[src/sv/hlg_pkg.sv]
// Shared widths, constants and the queue item type for the Huber loss block.
// Used by hlg_front, hlg_fifo, hlg_back and huber_loss_and_gradient.
`default_nettype none
package hlg_pkg;

  localparam int unsigned DataW   = 24;
  localparam int unsigned DiffW   = 25;
  localparam int unsigned DeltaW  = 23;
  localparam int unsigned ScaleW  = 17;
  localparam int unsigned YW      = 26;
  localparam int unsigned P1W     = DeltaW + ScaleW;
  localparam int unsigned HalfW   = P1W / 2;
  localparam int unsigned PpW     = HalfW + YW;
  localparam int unsigned ProdW   = 66;
  localparam int unsigned GmagW   = 24;
  localparam int unsigned GradW   = 25;
  localparam int unsigned AccW    = 47;
  localparam int unsigned TermW   = 33;
  localparam int unsigned FifoDepth = 4;
  localparam int unsigned FifoPtrW  = $clog2(FifoDepth);
  localparam int unsigned FifoCntW  = $clog2(FifoDepth + 1);

  localparam logic [ScaleW-1:0] ScaleOne      = ScaleW'(65536);
  localparam logic [DeltaW-1:0] DeltaReset    = DeltaW'(65536);
  localparam logic [AccW-1:0]   AccMax        = {AccW{1'b1}};
  localparam logic [P1W:0]      GradRound     = (P1W + 1)'(32768);
  localparam logic [ProdW-1:0]  TermRound     = ProdW'(64'h1_0000_0000);

  // register indexes, decoded from paddr[2]
  localparam logic RegThreshold = 1'b0;
  localparam logic RegScale     = 1'b1;

  // one classified item on its way from front to back
  typedef struct packed {
    logic [DeltaW-1:0] x;      // |diff| inside the band, else delta
    logic [YW-1:0]     y;      // |diff| inside the band, else 2|diff| - delta
    logic [ScaleW-1:0] scale;  // clamped batch scale
    logic              neg;    // gradient takes a minus sign
    logic              last;
  } hlg_item_t;

endpackage
`default_nettype wire

[src/sv/hlg_front.sv]
// Front part: accepts label/prediction items, forms the difference and
// classifies it against the Huber band. Depends on hlg_pkg.
`default_nettype none
module hlg_front (
  input  wire logic                       clk_i,
  input  wire logic                       rst_ni,
  input  wire logic                       in_valid_i,
  output logic                            in_ready_o,
  input  wire logic [hlg_pkg::DataW-1:0]  label_i,
  input  wire logic [hlg_pkg::DataW-1:0]  pred_i,
  input  wire logic                       last_i,
  input  wire logic [hlg_pkg::DeltaW-1:0] delta_i,
  input  wire logic [hlg_pkg::ScaleW-1:0] scale_i,
  output logic                            push_o,
  input  wire logic                       push_ready_i,
  output hlg_pkg::hlg_item_t              item_o
);

  logic                       a_valid_q;
  logic [hlg_pkg::DiffW-1:0]  diff_q, diff_d;
  logic                       last_q;
  logic [hlg_pkg::DiffW-1:0]  mag;
  logic                       in_band;

  assign in_ready_o = !a_valid_q || push_ready_i;
  assign push_o     = a_valid_q;
  assign diff_d     = {label_i[hlg_pkg::DataW-1], label_i} - {pred_i[hlg_pkg::DataW-1], pred_i};

  always_ff @(posedge clk_i or negedge rst_ni) begin
    if (!rst_ni) begin
      a_valid_q <= 1'b0;
    end else if (in_ready_o) begin
      a_valid_q <= in_valid_i;
    end
  end

  always_ff @(posedge clk_i) begin
    if (in_ready_o && in_valid_i) begin
      diff_q <= diff_d;
      last_q <= last_i;
    end
  end

  always_comb begin
    mag     = diff_q[hlg_pkg::DiffW-1] ? (~diff_q + 1'b1) : diff_q;
    in_band = mag <= {2'b00, delta_i};
    item_o.x     = in_band ? mag[hlg_pkg::DeltaW-1:0] : delta_i;
    item_o.y     = in_band ? {1'b0, mag} : ({mag, 1'b0} - {3'b000, delta_i});
    item_o.scale = (scale_i > hlg_pkg::ScaleOne) ? hlg_pkg::ScaleOne : scale_i;
    // a zero difference gives a zero magnitude, so the sign does not matter
    item_o.neg   = !diff_q[hlg_pkg::DiffW-1];
    item_o.last  = last_q;
  end

endmodule
`default_nettype wire

[src/sv/hlg_fifo.sv]
// Short queue of classified items between front and back.
// Depends on hlg_pkg for the item type and depth.
`default_nettype none
module hlg_fifo (
  input  wire logic         clk_i,
  input  wire logic         rst_ni,
  input  wire logic         push_i,
  output logic              push_ready_o,
  input  wire hlg_pkg::hlg_item_t wdata_i,
  output logic              pop_valid_o,
  input  wire logic         pop_i,
  output hlg_pkg::hlg_item_t rdata_o
);

  hlg_pkg::hlg_item_t               mem_q [hlg_pkg::FifoDepth];
  logic [hlg_pkg::FifoPtrW-1:0]     wptr_q, rptr_q;
  logic [hlg_pkg::FifoCntW-1:0]     cnt_q, cnt_d;
  logic                             do_push, do_pop;

  assign push_ready_o = cnt_q != hlg_pkg::FifoCntW'(hlg_pkg::FifoDepth);
  assign pop_valid_o  = cnt_q != '0;
  assign do_push      = push_i && push_ready_o;
  assign do_pop       = pop_i && pop_valid_o;
  assign rdata_o      = mem_q[rptr_q];

  always_comb begin
    cnt_d = cnt_q;
    if (do_push && !do_pop) begin
      cnt_d = cnt_q + 1'b1;
    end else if (do_pop && !do_push) begin
      cnt_d = cnt_q - 1'b1;
    end
  end

  always_ff @(posedge clk_i or negedge rst_ni) begin
    if (!rst_ni) begin
      wptr_q <= '0;
      rptr_q <= '0;
      cnt_q  <= '0;
    end else begin
      cnt_q <= cnt_d;
      if (do_push) begin
        wptr_q <= wptr_q + 1'b1;
      end
      if (do_pop) begin
        rptr_q <= rptr_q + 1'b1;
      end
    end
  end

  always_ff @(posedge clk_i) begin
    if (do_push) begin
      mem_q[wptr_q] <= wdata_i;
    end
  end

endmodule
`default_nettype wire

[src/sv/hlg_back.sv]
// Back part: multiply pipeline for gradient and loss term, then the
// saturating loss accumulator and output register. Depends on hlg_pkg.
`default_nettype none
module hlg_back (
  input  wire logic                      clk_i,
  input  wire logic                      rst_ni,
  input  wire logic                      pop_valid_i,
  output logic                           pop_o,
  input  wire hlg_pkg::hlg_item_t        item_i,
  output logic                           out_valid_o,
  input  wire logic                      out_ready_i,
  output logic [hlg_pkg::GradW-1:0]      grad_o,
  output logic [hlg_pkg::AccW-1:0]       loss_o,
  output logic                           done_o
);

  logic                              en;
  logic                              v1_q, v2_q, v3_q, out_valid_q;
  // stage 1
  logic [hlg_pkg::P1W-1:0]           p1_q;
  logic [hlg_pkg::YW-1:0]            y1_q;
  logic                              neg1_q, last1_q;
  // stage 2
  logic [hlg_pkg::P1W:0]             gsum;
  logic [hlg_pkg::GmagW-1:0]         gmag_q;
  logic [hlg_pkg::PpW-1:0]           pp_hi_q, pp_lo_q;
  logic                              neg2_q, last2_q;
  // stage 3
  logic [hlg_pkg::ProdW-1:0]         prod_d, prod_q;
  logic [hlg_pkg::GradW-1:0]         grad3_d, grad3_q;
  logic                              last3_q;
  // output stage
  logic [hlg_pkg::TermW-1:0]         term;
  logic [hlg_pkg::AccW:0]            sum;
  logic [hlg_pkg::AccW-1:0]          acc_d, acc_q;
  logic [hlg_pkg::GradW-1:0]         grad_q;
  logic [hlg_pkg::AccW-1:0]          loss_q;
  logic                              done_q;

  assign en    = !out_valid_q || out_ready_i;
  assign pop_o = en && pop_valid_i;

  always_ff @(posedge clk_i or negedge rst_ni) begin
    if (!rst_ni) begin
      v1_q        <= 1'b0;
      v2_q        <= 1'b0;
      v3_q        <= 1'b0;
      out_valid_q <= 1'b0;
      acc_q       <= '0;
    end else if (en) begin
      v1_q        <= pop_valid_i;
      v2_q        <= v1_q;
      v3_q        <= v2_q;
      out_valid_q <= v3_q;
      if (v3_q) begin
        acc_q <= last3_q ? '0 : acc_d;
      end
    end
  end

  assign gsum    = {1'b0, p1_q} + hlg_pkg::GradRound;
  // three-input add, with the rounding constant of the loss term folded in
  assign prod_d  = {pp_hi_q, hlg_pkg::HalfW'(0)} + hlg_pkg::ProdW'(pp_lo_q)
                 + hlg_pkg::TermRound;
  // the gradient magnitude stays below 2^23, so no clamp is needed
  assign grad3_d = neg2_q ? -hlg_pkg::GradW'(gmag_q) : hlg_pkg::GradW'(gmag_q);
  assign term    = prod_q[hlg_pkg::ProdW-1:hlg_pkg::ProdW-hlg_pkg::TermW];
  assign sum     = {1'b0, acc_q} + (hlg_pkg::AccW + 1)'(term);
  assign acc_d   = sum[hlg_pkg::AccW] ? hlg_pkg::AccMax : sum[hlg_pkg::AccW-1:0];

  always_ff @(posedge clk_i) begin
    if (en) begin
      p1_q    <= hlg_pkg::P1W'(item_i.x) * hlg_pkg::P1W'(item_i.scale);
      y1_q    <= item_i.y;
      neg1_q  <= item_i.neg;
      last1_q <= item_i.last;

      gmag_q  <= gsum[hlg_pkg::GmagW+15:16];
      pp_hi_q <= hlg_pkg::PpW'(p1_q[hlg_pkg::P1W-1:hlg_pkg::HalfW]) * hlg_pkg::PpW'(y1_q);
      pp_lo_q <= hlg_pkg::PpW'(p1_q[hlg_pkg::HalfW-1:0]) * hlg_pkg::PpW'(y1_q);
      neg2_q  <= neg1_q;
      last2_q <= last1_q;

      prod_q  <= prod_d;
      grad3_q <= grad3_d;
      last3_q <= last2_q;

      if (v3_q) begin
        grad_q <= grad3_q;
        loss_q <= acc_d;
        done_q <= last3_q;
      end
    end
  end

  assign out_valid_o = out_valid_q;
  assign grad_o      = grad_q;
  assign loss_o      = loss_q;
  assign done_o      = done_q;

  // the accumulator is empty while a finished batch waits at the output
  a_acc_cleared: assert property (@(posedge clk_i) disable iff (!rst_ni)
    out_valid_q && done_q |-> acc_q == '0)
    else $error("accumulator not cleared after batch end");

  // a stalled pipeline holds its items
  a_stall_hold: assert property (@(posedge clk_i) disable iff (!rst_ni)
    !en |=> $stable({v1_q, v2_q, v3_q, out_valid_q}))
    else $error("pipeline moved while stalled");

  // within a batch the running loss never falls
  a_loss_monotone: assert property (@(posedge clk_i) disable iff (!rst_ni)
    en && v3_q && out_valid_q && !done_q |=> loss_q >= $past(loss_q))
    else $error("running loss decreased within a batch");

endmodule
`default_nettype wire

[src/sv/huber_loss_and_gradient.sv]
// Huber loss and gradient block: configuration registers, front, queue, back.
// Depends on hlg_pkg, hlg_front, hlg_fifo and hlg_back.
//
// Input stream (s_axis_*): one label/prediction pair per item, signed Q8.16;
// tlast marks the last pair of a batch. Output stream (m_axis_*): one result
// per item with the gradient (signed Q9.16) and the running loss sum (Q.16,
// saturating at 2^47-1) including that pair; tlast copies the input tlast,
// and after such an item the sum restarts from zero.
// An input item enters the front register at the edge that accepts it, then
// passes one queue slot, three multiply stages and the accumulator/output
// stage before its result reaches the output register. The block takes one
// item per cycle while the receiver takes results; the multiply pipeline and
// the accumulate keep that rate.
// When the receiver stalls, the back pipeline holds, the four-entry queue and
// the front register fill, and then s_axis_tready drops.
// Reset clears the accumulator, all valid bits and the queue, and sets the
// threshold to 1.0 and the batch scale to 1.0. The user must send APB writes
// only while the block is idle; the block itself does not enforce this.
// Register 0 (0x0) threshold, register 1 (0x4) batch scale, values above 1.0 act as 1.0.
`default_nettype none
module huber_loss_and_gradient (
  input  wire logic        clk_i,
  input  wire logic        rst_ni,
  // APB configuration port
  input  wire logic        psel,
  input  wire logic        penable,
  input  wire logic        pwrite,
  input  wire logic [2:0]  paddr,
  input  wire logic [31:0] pwdata,
  output logic [31:0]      prdata,
  output logic             pready,
  // input stream
  input  wire logic        s_axis_tvalid,
  output logic             s_axis_tready,
  input  wire logic [47:0] s_axis_tdata,  // [23:0] label_value, [47:24] prediction
  input  wire logic        s_axis_tlast,  // batch_end
  // output stream
  output logic             m_axis_tvalid,
  input  wire logic        m_axis_tready,
  output logic [71:0]      m_axis_tdata,  // [24:0] gradient, [71:25] loss_total
  output logic             m_axis_tlast   // batch_done
);

  logic [hlg_pkg::DeltaW-1:0] delta_q;
  logic [hlg_pkg::ScaleW-1:0] scale_q;
  logic                       cfg_wr;
  logic                       push, push_ready, pop_valid, pop;
  hlg_pkg::hlg_item_t         front_item, back_item;
  logic [hlg_pkg::GradW-1:0]  grad;
  logic [hlg_pkg::AccW-1:0]   loss;

  assign pready = 1'b1;
  assign cfg_wr = psel && penable && pwrite && pready;

  always_ff @(posedge clk_i or negedge rst_ni) begin
    if (!rst_ni) begin
      delta_q <= hlg_pkg::DeltaReset;
      scale_q <= hlg_pkg::ScaleOne;
    end else if (cfg_wr) begin
      case (paddr[2])
        hlg_pkg::RegThreshold: delta_q <= pwdata[hlg_pkg::DeltaW-1:0];
        hlg_pkg::RegScale:     scale_q <= pwdata[hlg_pkg::ScaleW-1:0];
        default: ;
      endcase
    end
  end

  always_comb begin
    case (paddr[2])
      hlg_pkg::RegThreshold: prdata = 32'(delta_q);
      hlg_pkg::RegScale:     prdata = 32'(scale_q);
      default:               prdata = '0;
    endcase
  end

  hlg_front u_front (
    .clk_i        (clk_i),
    .rst_ni       (rst_ni),
    .in_valid_i   (s_axis_tvalid),
    .in_ready_o   (s_axis_tready),
    .label_i      (s_axis_tdata[23:0]),
    .pred_i       (s_axis_tdata[47:24]),
    .last_i       (s_axis_tlast),
    .delta_i      (delta_q),
    .scale_i      (scale_q),
    .push_o       (push),
    .push_ready_i (push_ready),
    .item_o       (front_item)
  );

  hlg_fifo u_fifo (
    .clk_i        (clk_i),
    .rst_ni       (rst_ni),
    .push_i       (push),
    .push_ready_o (push_ready),
    .wdata_i      (front_item),
    .pop_valid_o  (pop_valid),
    .pop_i        (pop),
    .rdata_o      (back_item)
  );

  hlg_back u_back (
    .clk_i       (clk_i),
    .rst_ni      (rst_ni),
    .pop_valid_i (pop_valid),
    .pop_o       (pop),
    .item_i      (back_item),
    .out_valid_o (m_axis_tvalid),
    .out_ready_i (m_axis_tready),
    .grad_o      (grad),
    .loss_o      (loss),
    .done_o      (m_axis_tlast)
  );

  assign m_axis_tdata = {loss, grad};

endmodule
`default_nettype wire
[config.mk]
export PLATFORM = sky130hd
export DESIGN_NAME = huber_loss_and_gradient
export DESIGN_NICKNAME = d
export VERILOG_FILES = /design/src/sv/hlg_pkg.sv /design/src/sv/hlg_front.sv /design/src/sv/hlg_fifo.sv /design/src/sv/hlg_back.sv /design/src/sv/huber_loss_and_gradient.sv
export SDC_FILE = /design/constraint.sdc
export NUM_CORES = 2
export LEC_CHECK = 0
export BUFFER_PORTS_ARGS = -buffer_cell sky130_fd_sc_hd__buf_2
export CAP_MARGIN = 20
export CORE_ASPECT_RATIO = 2
export CORE_MARGIN = 2
export CORE_UTILIZATION = 35
export CTS_BUF_LIST = sky130_fd_sc_hd__clkbuf_16
export CTS_CLUSTER_DIAMETER = 50
export CTS_CLUSTER_SIZE = 30
export DETAILED_ROUTE_END_ITERATION = 16
export SLEW_MARGIN = 10
export SYNTH_ARGS = -nofsm -noshare
export SYNTH_HDL_FRONTEND = slang
export SYNTH_SLANG_ARGS = --single-unit
export TNS_END_PERCENT = 5
[constraint.sdc]
create_clock -name clk_i -period 14.75 [get_ports clk_i]
set_input_delay 0 -clock clk_i [delete_from_list [all_inputs] [get_ports clk_i]]
set_output_delay 0 -clock clk_i [all_outputs]
set_load 0.01 [all_outputs]
# ---- Word-level counts from Yosys, hierarchy flattened
# Memory sizes are Yosys's and may differ from the RTL's.
# Cells that the tools add are included.
dict set report totals {
  out_inout_bits 108
  mem_bits_rw 272
  reg_bits 476
  in_bits 91
  n_memories 1
}
dict set report op_classes {
  reduce_logical 20
  n_mul 3
  addsub 12
  n_mux 12
  n_eq_ne 1
  bitwise 2
  magnitude_cmp 2
}
# memory depth width rd rd_clocked_by_memory_dff write_ports line
set memory_table {}
lappend memory_table {u_fifo.mem_q 4 68 1 0 1 hlg_fifo.sv:15} ;# hlg_pkg::hlg_item_t mem_q [hlg_pkg::FifoDepth];
# op count
set op_table {}
lappend op_table {{$mux W47} 2}
lappend op_table {{$mul A20 B26 Y46} 2}
lappend op_table {{$add A66 B33 Y66 const B} 1}
lappend op_table {{$add A66 B46 Y66} 1}
lappend op_table {{$pmux W32 S2} 1}
lappend op_table {{$add A47 B33 Y48} 1}
lappend op_table {{$add A40 B16 Y40 const B} 1}
lappend op_table {{$mul A23 B17 Y40} 1}
lappend op_table {{$mux W26} 1}
lappend op_table {{$sub A26 B23 Y26} 1}
lappend op_table {{$add A25 B1 Y25 const B} 1}
lappend op_table {{$le A25 B23 Y1} 1}
lappend op_table {{$mux W25} 1}
lappend op_table {{$neg A24 Y25} 1}
lappend op_table {{$not A25 Y25} 1}
lappend op_table {{$sub A24 B24 Y25} 1}
lappend op_table {{$mux W24} 1}
lappend op_table {{$mux W23} 1}
lappend op_table {{$gt A17 B17 Y1 const B} 1}
lappend op_table {{$mux W17} 1}
lappend op_table {{$logic_and A1 B1 Y1} 8}
lappend op_table {{$mux W3} 2}
lappend op_table {{$reduce_and A2 Y1} 3}
lappend op_table {{$logic_not A1 Y1} 5}
lappend op_table {{other kinds (9)} 12}

# ---- Depth between registers and ports, before layout
dict set report logic_depth {
  word_depth 7
  mapped_depth 28
  depth_no_buf 26
}

# ---- By module
# From an unflattened synthesis, not the netlist that was laid out.
dict set report hier_totals {
  hier_cells 7504
  area_unflattened_um2 78167.5
}
# module seq_area_each_um2 area_per_inst_um2 cells_each n_inst
set modules_own_cells {}
lappend modules_own_cells {hlg_back 10224.8 60946.0 6334 1}
lappend modules_own_cells {hlg_fifo 8343.0 10299.9 391 1}
lappend modules_own_cells {hlg_front 805.8 4943.5 656 1}
lappend modules_own_cells {huber_loss_and_gradient 1003.5 1978.1 123 1}

# ---- Least setup slack after synthesis
# Ideal clock, no wire load.
dict set report synth_path {
  path_type {register to register}
  from {register u_back.out_valid_q (netlist: u_back.out_valid_o)}
  to {register u_back.acc_q[42] (netlist bit)}
  n_path_buf 2
  period_less_slack_ns 10.255
  required_ns 14.643
  t_arrival_ns 10.148
  slack_ns 4.495
  stages_incl_launch_ff 8
  cell_sequence {dfrtp_1 nand2b_1 clkbuf_1 nand2_1 clkinv_1 clkbuf_1 a21oi_1 a21oi_1}
}
dict set report synth_between {
  elab_chain_len 3
}
# element line
set synth_rtl {}
lappend synth_rtl {{from (decl)} hlg_back.sv:18} ;# logic v1_q, v2_q, v3_q, out_valid_q;
lappend synth_rtl {{from (signal assigned)} hlg_back.sv:54} ;# out_valid_q <= v3_q;
lappend synth_rtl {{$logic_not A1 Y1} hlg_back.sv:40} ;# assign en = !out_valid_q || out_ready_i;
lappend synth_rtl {{$logic_or A1 B1 Y1} hlg_back.sv:40}
lappend synth_rtl {{$reduce_and A2 Y1 (no source line)} n/a}
lappend synth_rtl {{to (signal assigned)} hlg_back.sv:56} ;# acc_q <= last3_q ? '0 : acc_d;
lappend synth_rtl {{to (decl)} hlg_back.sv:35} ;# logic [hlg_pkg::AccW-1:0] acc_d, acc_q;
# Every way passes these cells.
# A chain may end at the register's enable or synchronous reset.

# ---- Worst setup path after layout
dict set report layout_path {
  from {register u_fifo.rptr_q[0] (netlist bit)}
  to {register u_back.p1_q[39] (netlist bit), data pin}
}
dict set report layout_between {
  elab_chain_len 2
}
# element line
set layout_rtl {}
lappend layout_rtl {{from (decl)} hlg_fifo.sv:16} ;# logic [hlg_pkg::FifoPtrW-1:0] wptr_q, rptr_q;
lappend layout_rtl {{from (signal assigned)} hlg_fifo.sv:46} ;# rptr_q <= rptr_q + 1'b1;
lappend layout_rtl {{$mem_v2 Z4 W68} n/a}
lappend layout_rtl {{$mul A23 B17 Y40} hlg_back.sv:73} ;# p1_q <= hlg_pkg::P1W'(item_i.x) * hlg_pkg::P1W'(item_i.scale);
lappend layout_rtl {{to (signal assigned)} hlg_back.sv:73}
lappend layout_rtl {{to (decl)} hlg_back.sv:20} ;# logic [hlg_pkg::P1W-1:0] p1_q;
# Every way passes these cells.

==> results.txt <==
A synthesized cell averages 10.3 sq um. For the number of nets in the finished design, the log shows 9460. The kind of end point of the critical path is a flip-flop.

The number of global-route vias before repair was 59700; the global-route wire length before repair was 320000 um. The fill cell total of the finished layout was 21500; the post-detailed-route DRC marker count was 0. The clock passes through at most 3 buffers. After synthesis the netlist holds a flip-flop and latch count of 691.

Cell count of the worst hold path: 3. Broken down by cell family, the worst path's largest delay share belongs to adder cells. Clock-pin slew was measured on the worst setup and hold paths at 0.10 ns. Yosys mapped a number of flops with a built-in enable equal to 592. Entering global routing, the biggest net connects 77 pins. Summed over all layers, the global routing overflow is 0. Routability-driven placement finished with a final weighted congestion of 0.900.

TritonCTS built the clock tree. After clock tree synthesis, the flow added hold-fix buffers numbering 99. The detail route stage leaves a number of antenna-violating nets equal to 0. At the pin with the least slew margin, the transition time is 1.16 ns.

In this design, the critical path's most frequently occurring cell is sky130_fd_sc_hd__fa_1. For this configuration, the core starts out at a cell density of 35.2%. In the routed layout, each cell is associated on average with a via count of 5.04. The tools report the multi-input logic area as 50600 sq um. Shortest period the worst path allows: 9.00 ns. The min-delay analysis places its worst path in the category input pin to flip-flop. The flip-flop and latch area was 20300 sq um; the number of buffers created by CTS was 51. Dividing the final minimum period by the clock period gives 61.0%. The die covers 226000 sq um. The run gives 18.3% as the overall global routing resource usage. For this run, the leading register cell type out of synthesis is sky130_fd_sc_hd__edfxtp_1.

The signal on the critical path passes through buf_4 > mux4_2 > nand2_1 > fa_1 > inv_1 > fa_1 > fa_1 > inv_1 > fa_1 > fa_1 > inv_1 > fa_1 > ha_1 > a21o_1 > a21o_1 > a21o_1 > a21oi_1 > o31ai_1 > a2111oi_2 > o31a_1 > o21ai_1 > o41ai_2 > xnor2_1. The run gives 0 as the total count of max-transition violations in the final report. Synthesis instantiated 88 different standard cells from the library. The first-pass iteration count of the detailed router was 6; the hold violation count in the final report was 3. The vertical die dimension works out to 671 um. Yosys printed 0 warnings.

The logs give -0.00672 ns for the worst hold slack and 0.0876 ns for the final clock skew. Clock latency on the worst-skew pair, taken at its later pin, is 0.71 ns. Setup violations remaining at the end of the flow were counted as 0. Post-CTS repair changed the size of 0 cells. Of the synthesized area, sequential elements account for 26.0%.

The number of buffers inserted by port buffering is 177. Summed over all nets, the half-perimeter wirelength after detailed placement is 159000 um. Summing every instance area after synthesis gives 77800 sq um. The tool flagged a number of max-cap violations equal to 0.

The number of setup buffers added after CTS is 0. The clock net sink count is 691, and the total core area is 221000 sq um. The tools report the initial antenna violation count as 3. The cell count after synthesis came out at 7546. Counting flops with an async set or reset pin after synthesis yields a share of 14.3%. Setup repair after global routing left no endpoint under its margin. The run gives 15.13 ns as the worst path required time. Counting buffers and inverters, the worst setup path is 23 cells deep. The headroom to the max-slew limit came out at 22.3%. For this block, the via count after detailed routing is 53400.

The final reports fail on hold timing. The category of the critical setup timing path was flip-flop to flip-flop. The tools report the type of origin of the critical path as a flip-flop.

The horizontal die dimension was 337 um. The slowest stage of the critical path belongs to the cell sky130_fd_sc_hd__dfrtp_4. Clock root buffer: sky130_fd_sc_hd__clkbuf_16. The flow ran to the end, but the final reports show violations. The total length of routed wires came out at 204000 um. The first routing iteration left 2518 violations. The share of cells above drive strength 1 works out to 7.08%.

The maximum single-stage delay on the critical path is 0.87 ns. The path depth of the worst reg2reg path was 23. For the worst setup path, the data arrival time is 9.38 ns. The area added between synthesis and finish works out to 8.95%.

The tools report the fmax as 111 MHz. In this run the number of H-tree levels came out at 2. For the final routed database, the setup TNS stands at 0 ns. 199 I/O pins were placed. The critical path contains buffers and inverters numbering 4 combined. Along the worst path, the maximum fanout reaches 36. Dividing the detail-routed wire length by the instance count gives 19.2 um. The row count is 244.
==> cell families after synthesis <==
| logic type | Yosys count | share of synthesized area (%) |
|---|---|---|
| other | 2 | 0.00966 |
| adders and majority gates | 1757 | 39.6 |
| muxes | 116 | 2.65 |
| AOI/OAI and AO/OA | 754 | 6.48 |
| xor gates and xnor gates | 273 | 3.07 |
| buffers and inverters | 1826 | 8.92 |
| DFF | 691 | 26.0 |
| and+or+nand+nor | 2127 | 13.2 |
==> flip-flops by register name (all words and copies together) (netlist names), 2 cells and up <==
| name | count |
|---|---|
| delta_q | 23 |
| scale_q | 17 |
| u_back.acc_q | 47 |
| u_back.gmag_q | 24 |
| u_back.grad3_q | 25 |
| u_back.grad_o | 25 |
| u_back.loss_o | 47 |
| u_back.p1_q | 40 |
| u_back.pp_hi_q | 46 |
| u_back.pp_lo_q | 26 |
| u_back.prod_q | 33 |
| u_back.y1_q | 26 |
| u_fifo.cnt_q | 3 |
| u_fifo.mem_q | 268 |
| u_fifo.rptr_q | 2 |
| u_fifo.wptr_q | 2 |
| u_front.diff_q | 25 |
==> final cells by class <==
cell class | count | area share (%)
clock buffers | 51 | 1.51
inverters | 1465 | 6.49
repair buffers | 366 | 3.12
multi-input cells | 5037 | 59.7
flip-flops and latches | 691 | 23.9
diodes | 3 | 0.00886
well taps | 2952 | 4.36
clock inverters | 44 | 0.855
==> worst paths after layout <==
kind | from | slack, ns | to
worst max-delay path | u_fifo.rptr_q[0] | 5.75 | u_back.p1_q[39]
worst min-delay path | pwrite | -0.007 | scale_q[10]
worst max register to register | u_fifo.rptr_q[0] | 5.75 | u_back.p1_q[39]
worst min register to register | u_back.grad3_q[8] | 0.42 | u_back.grad_o[8]
max in group asynchronous | rst_ni | 13.36 | u_back.acc_q[2]
min in group asynchronous | rst_ni | 0.50 | delta_q[16]
==> per-layer routing <==
layer,vias up,GRT usage [%],routed length [um]
li1,23900,-,-
met4,0,11.2,14100
met1,27500,17.0,65900
met3,689,1.55,6670
met2,1412,37.1,117000
met5,-,0,0
==> synthesized netlist by cell type, types with 26 or more instances <==
cell	number	share of area, %
sky130_fd_sc_hd__and2_1	584	4.7
sky130_fd_sc_hd__o21a_1	32	0.31
sky130_fd_sc_hd__a31oi_1	29	0.23
sky130_fd_sc_hd__clkbuf_1	311	1.5
sky130_fd_sc_hd__inv_1	1464	7.1
sky130_fd_sc_hd__nor3_1	40	0.26
sky130_fd_sc_hd__nand2b_1	40	0.32
sky130_fd_sc_hd__o21ai_0	147	0.95
sky130_fd_sc_hd__fa_1	1173	30
sky130_fd_sc_hd__a22o_1	33	0.37
sky130_fd_sc_hd__a21o_1	132	1.3
sky130_fd_sc_hd__xnor2_1	195	2.2
sky130_fd_sc_hd__and3_1	39	0.31
sky130_fd_sc_hd__dfrtp_1	97	3.1
sky130_fd_sc_hd__nand3_1	68	0.44
sky130_fd_sc_hd__ha_1	584	9.4
sky130_fd_sc_hd__nand4_1	41	0.33
sky130_fd_sc_hd__o31ai_1	26	0.25
sky130_fd_sc_hd__nand2_1	1044	5.0
sky130_fd_sc_hd__nor2b_1	42	0.34
sky130_fd_sc_hd__xor2_1	78	0.88
sky130_fd_sc_hd__nor2_1	144	0.70
sky130_fd_sc_hd__mux4_2	67	1.9
sky130_fd_sc_hd__edfxtp_1	592	23
sky130_fd_sc_hd__mux2_2	45	0.65
sky130_fd_sc_hd__a21oi_1	178	1.1
==> worst min-delay path, delay by kind of cell <==
family | cells | cell delay, ns
and+or+nand+nor | 1 | 0.34
muxes | 1 | 0.23
buffers and inverters | 1 | 0.10
==> cells in the final DEF, fill, tap and decap left out, drive strengths merged, types with 18 or more instances in the layout <==
cell type,n
nand2,1053
edfxtp,592
buf,268
o21a,32
inv,1484
nor2b,42
and3,39
clkinv,21
a22o,33
mux2,46
dfrtp,97
xnor2,195
nand3,68
or3,18
a31oi,29
a211oi,19
xor2,78
nand2b,40
a21oi,179
nor2,145
ha,584
mux4,67
and2,584
a21o,132
o31ai,28
o21bai,22
dlygate4sd3,98
fa,1173
clkbuf,51
o21ai,169
nor3,41
nand4,41
==> stage by stage <==
stage | cell area, sq um | setup WS [ns] | utilization [%] | cells | hold slack [ns]
floorplan | 77800 | 4.50 | - | 7554 | -0.296
global placement | 81600 | 5.66 | 37.0 | 10400 | 0.0426
detailed placement | 81700 | 5.69 | 37.0 | 10400 | 0.0528
CTS | 84700 | 5.61 | 38.4 | 10600 | 0.00163
global route | 84700 | 5.21 | 38.4 | 10600 | 0.00918
finish | 84700 | 5.75 | 38.4 | 10600 | -0.00672
Power is left out: the tool's default activity adds up to more than one toggle a clock period on the data nets, which glitch-free logic cannot reach.
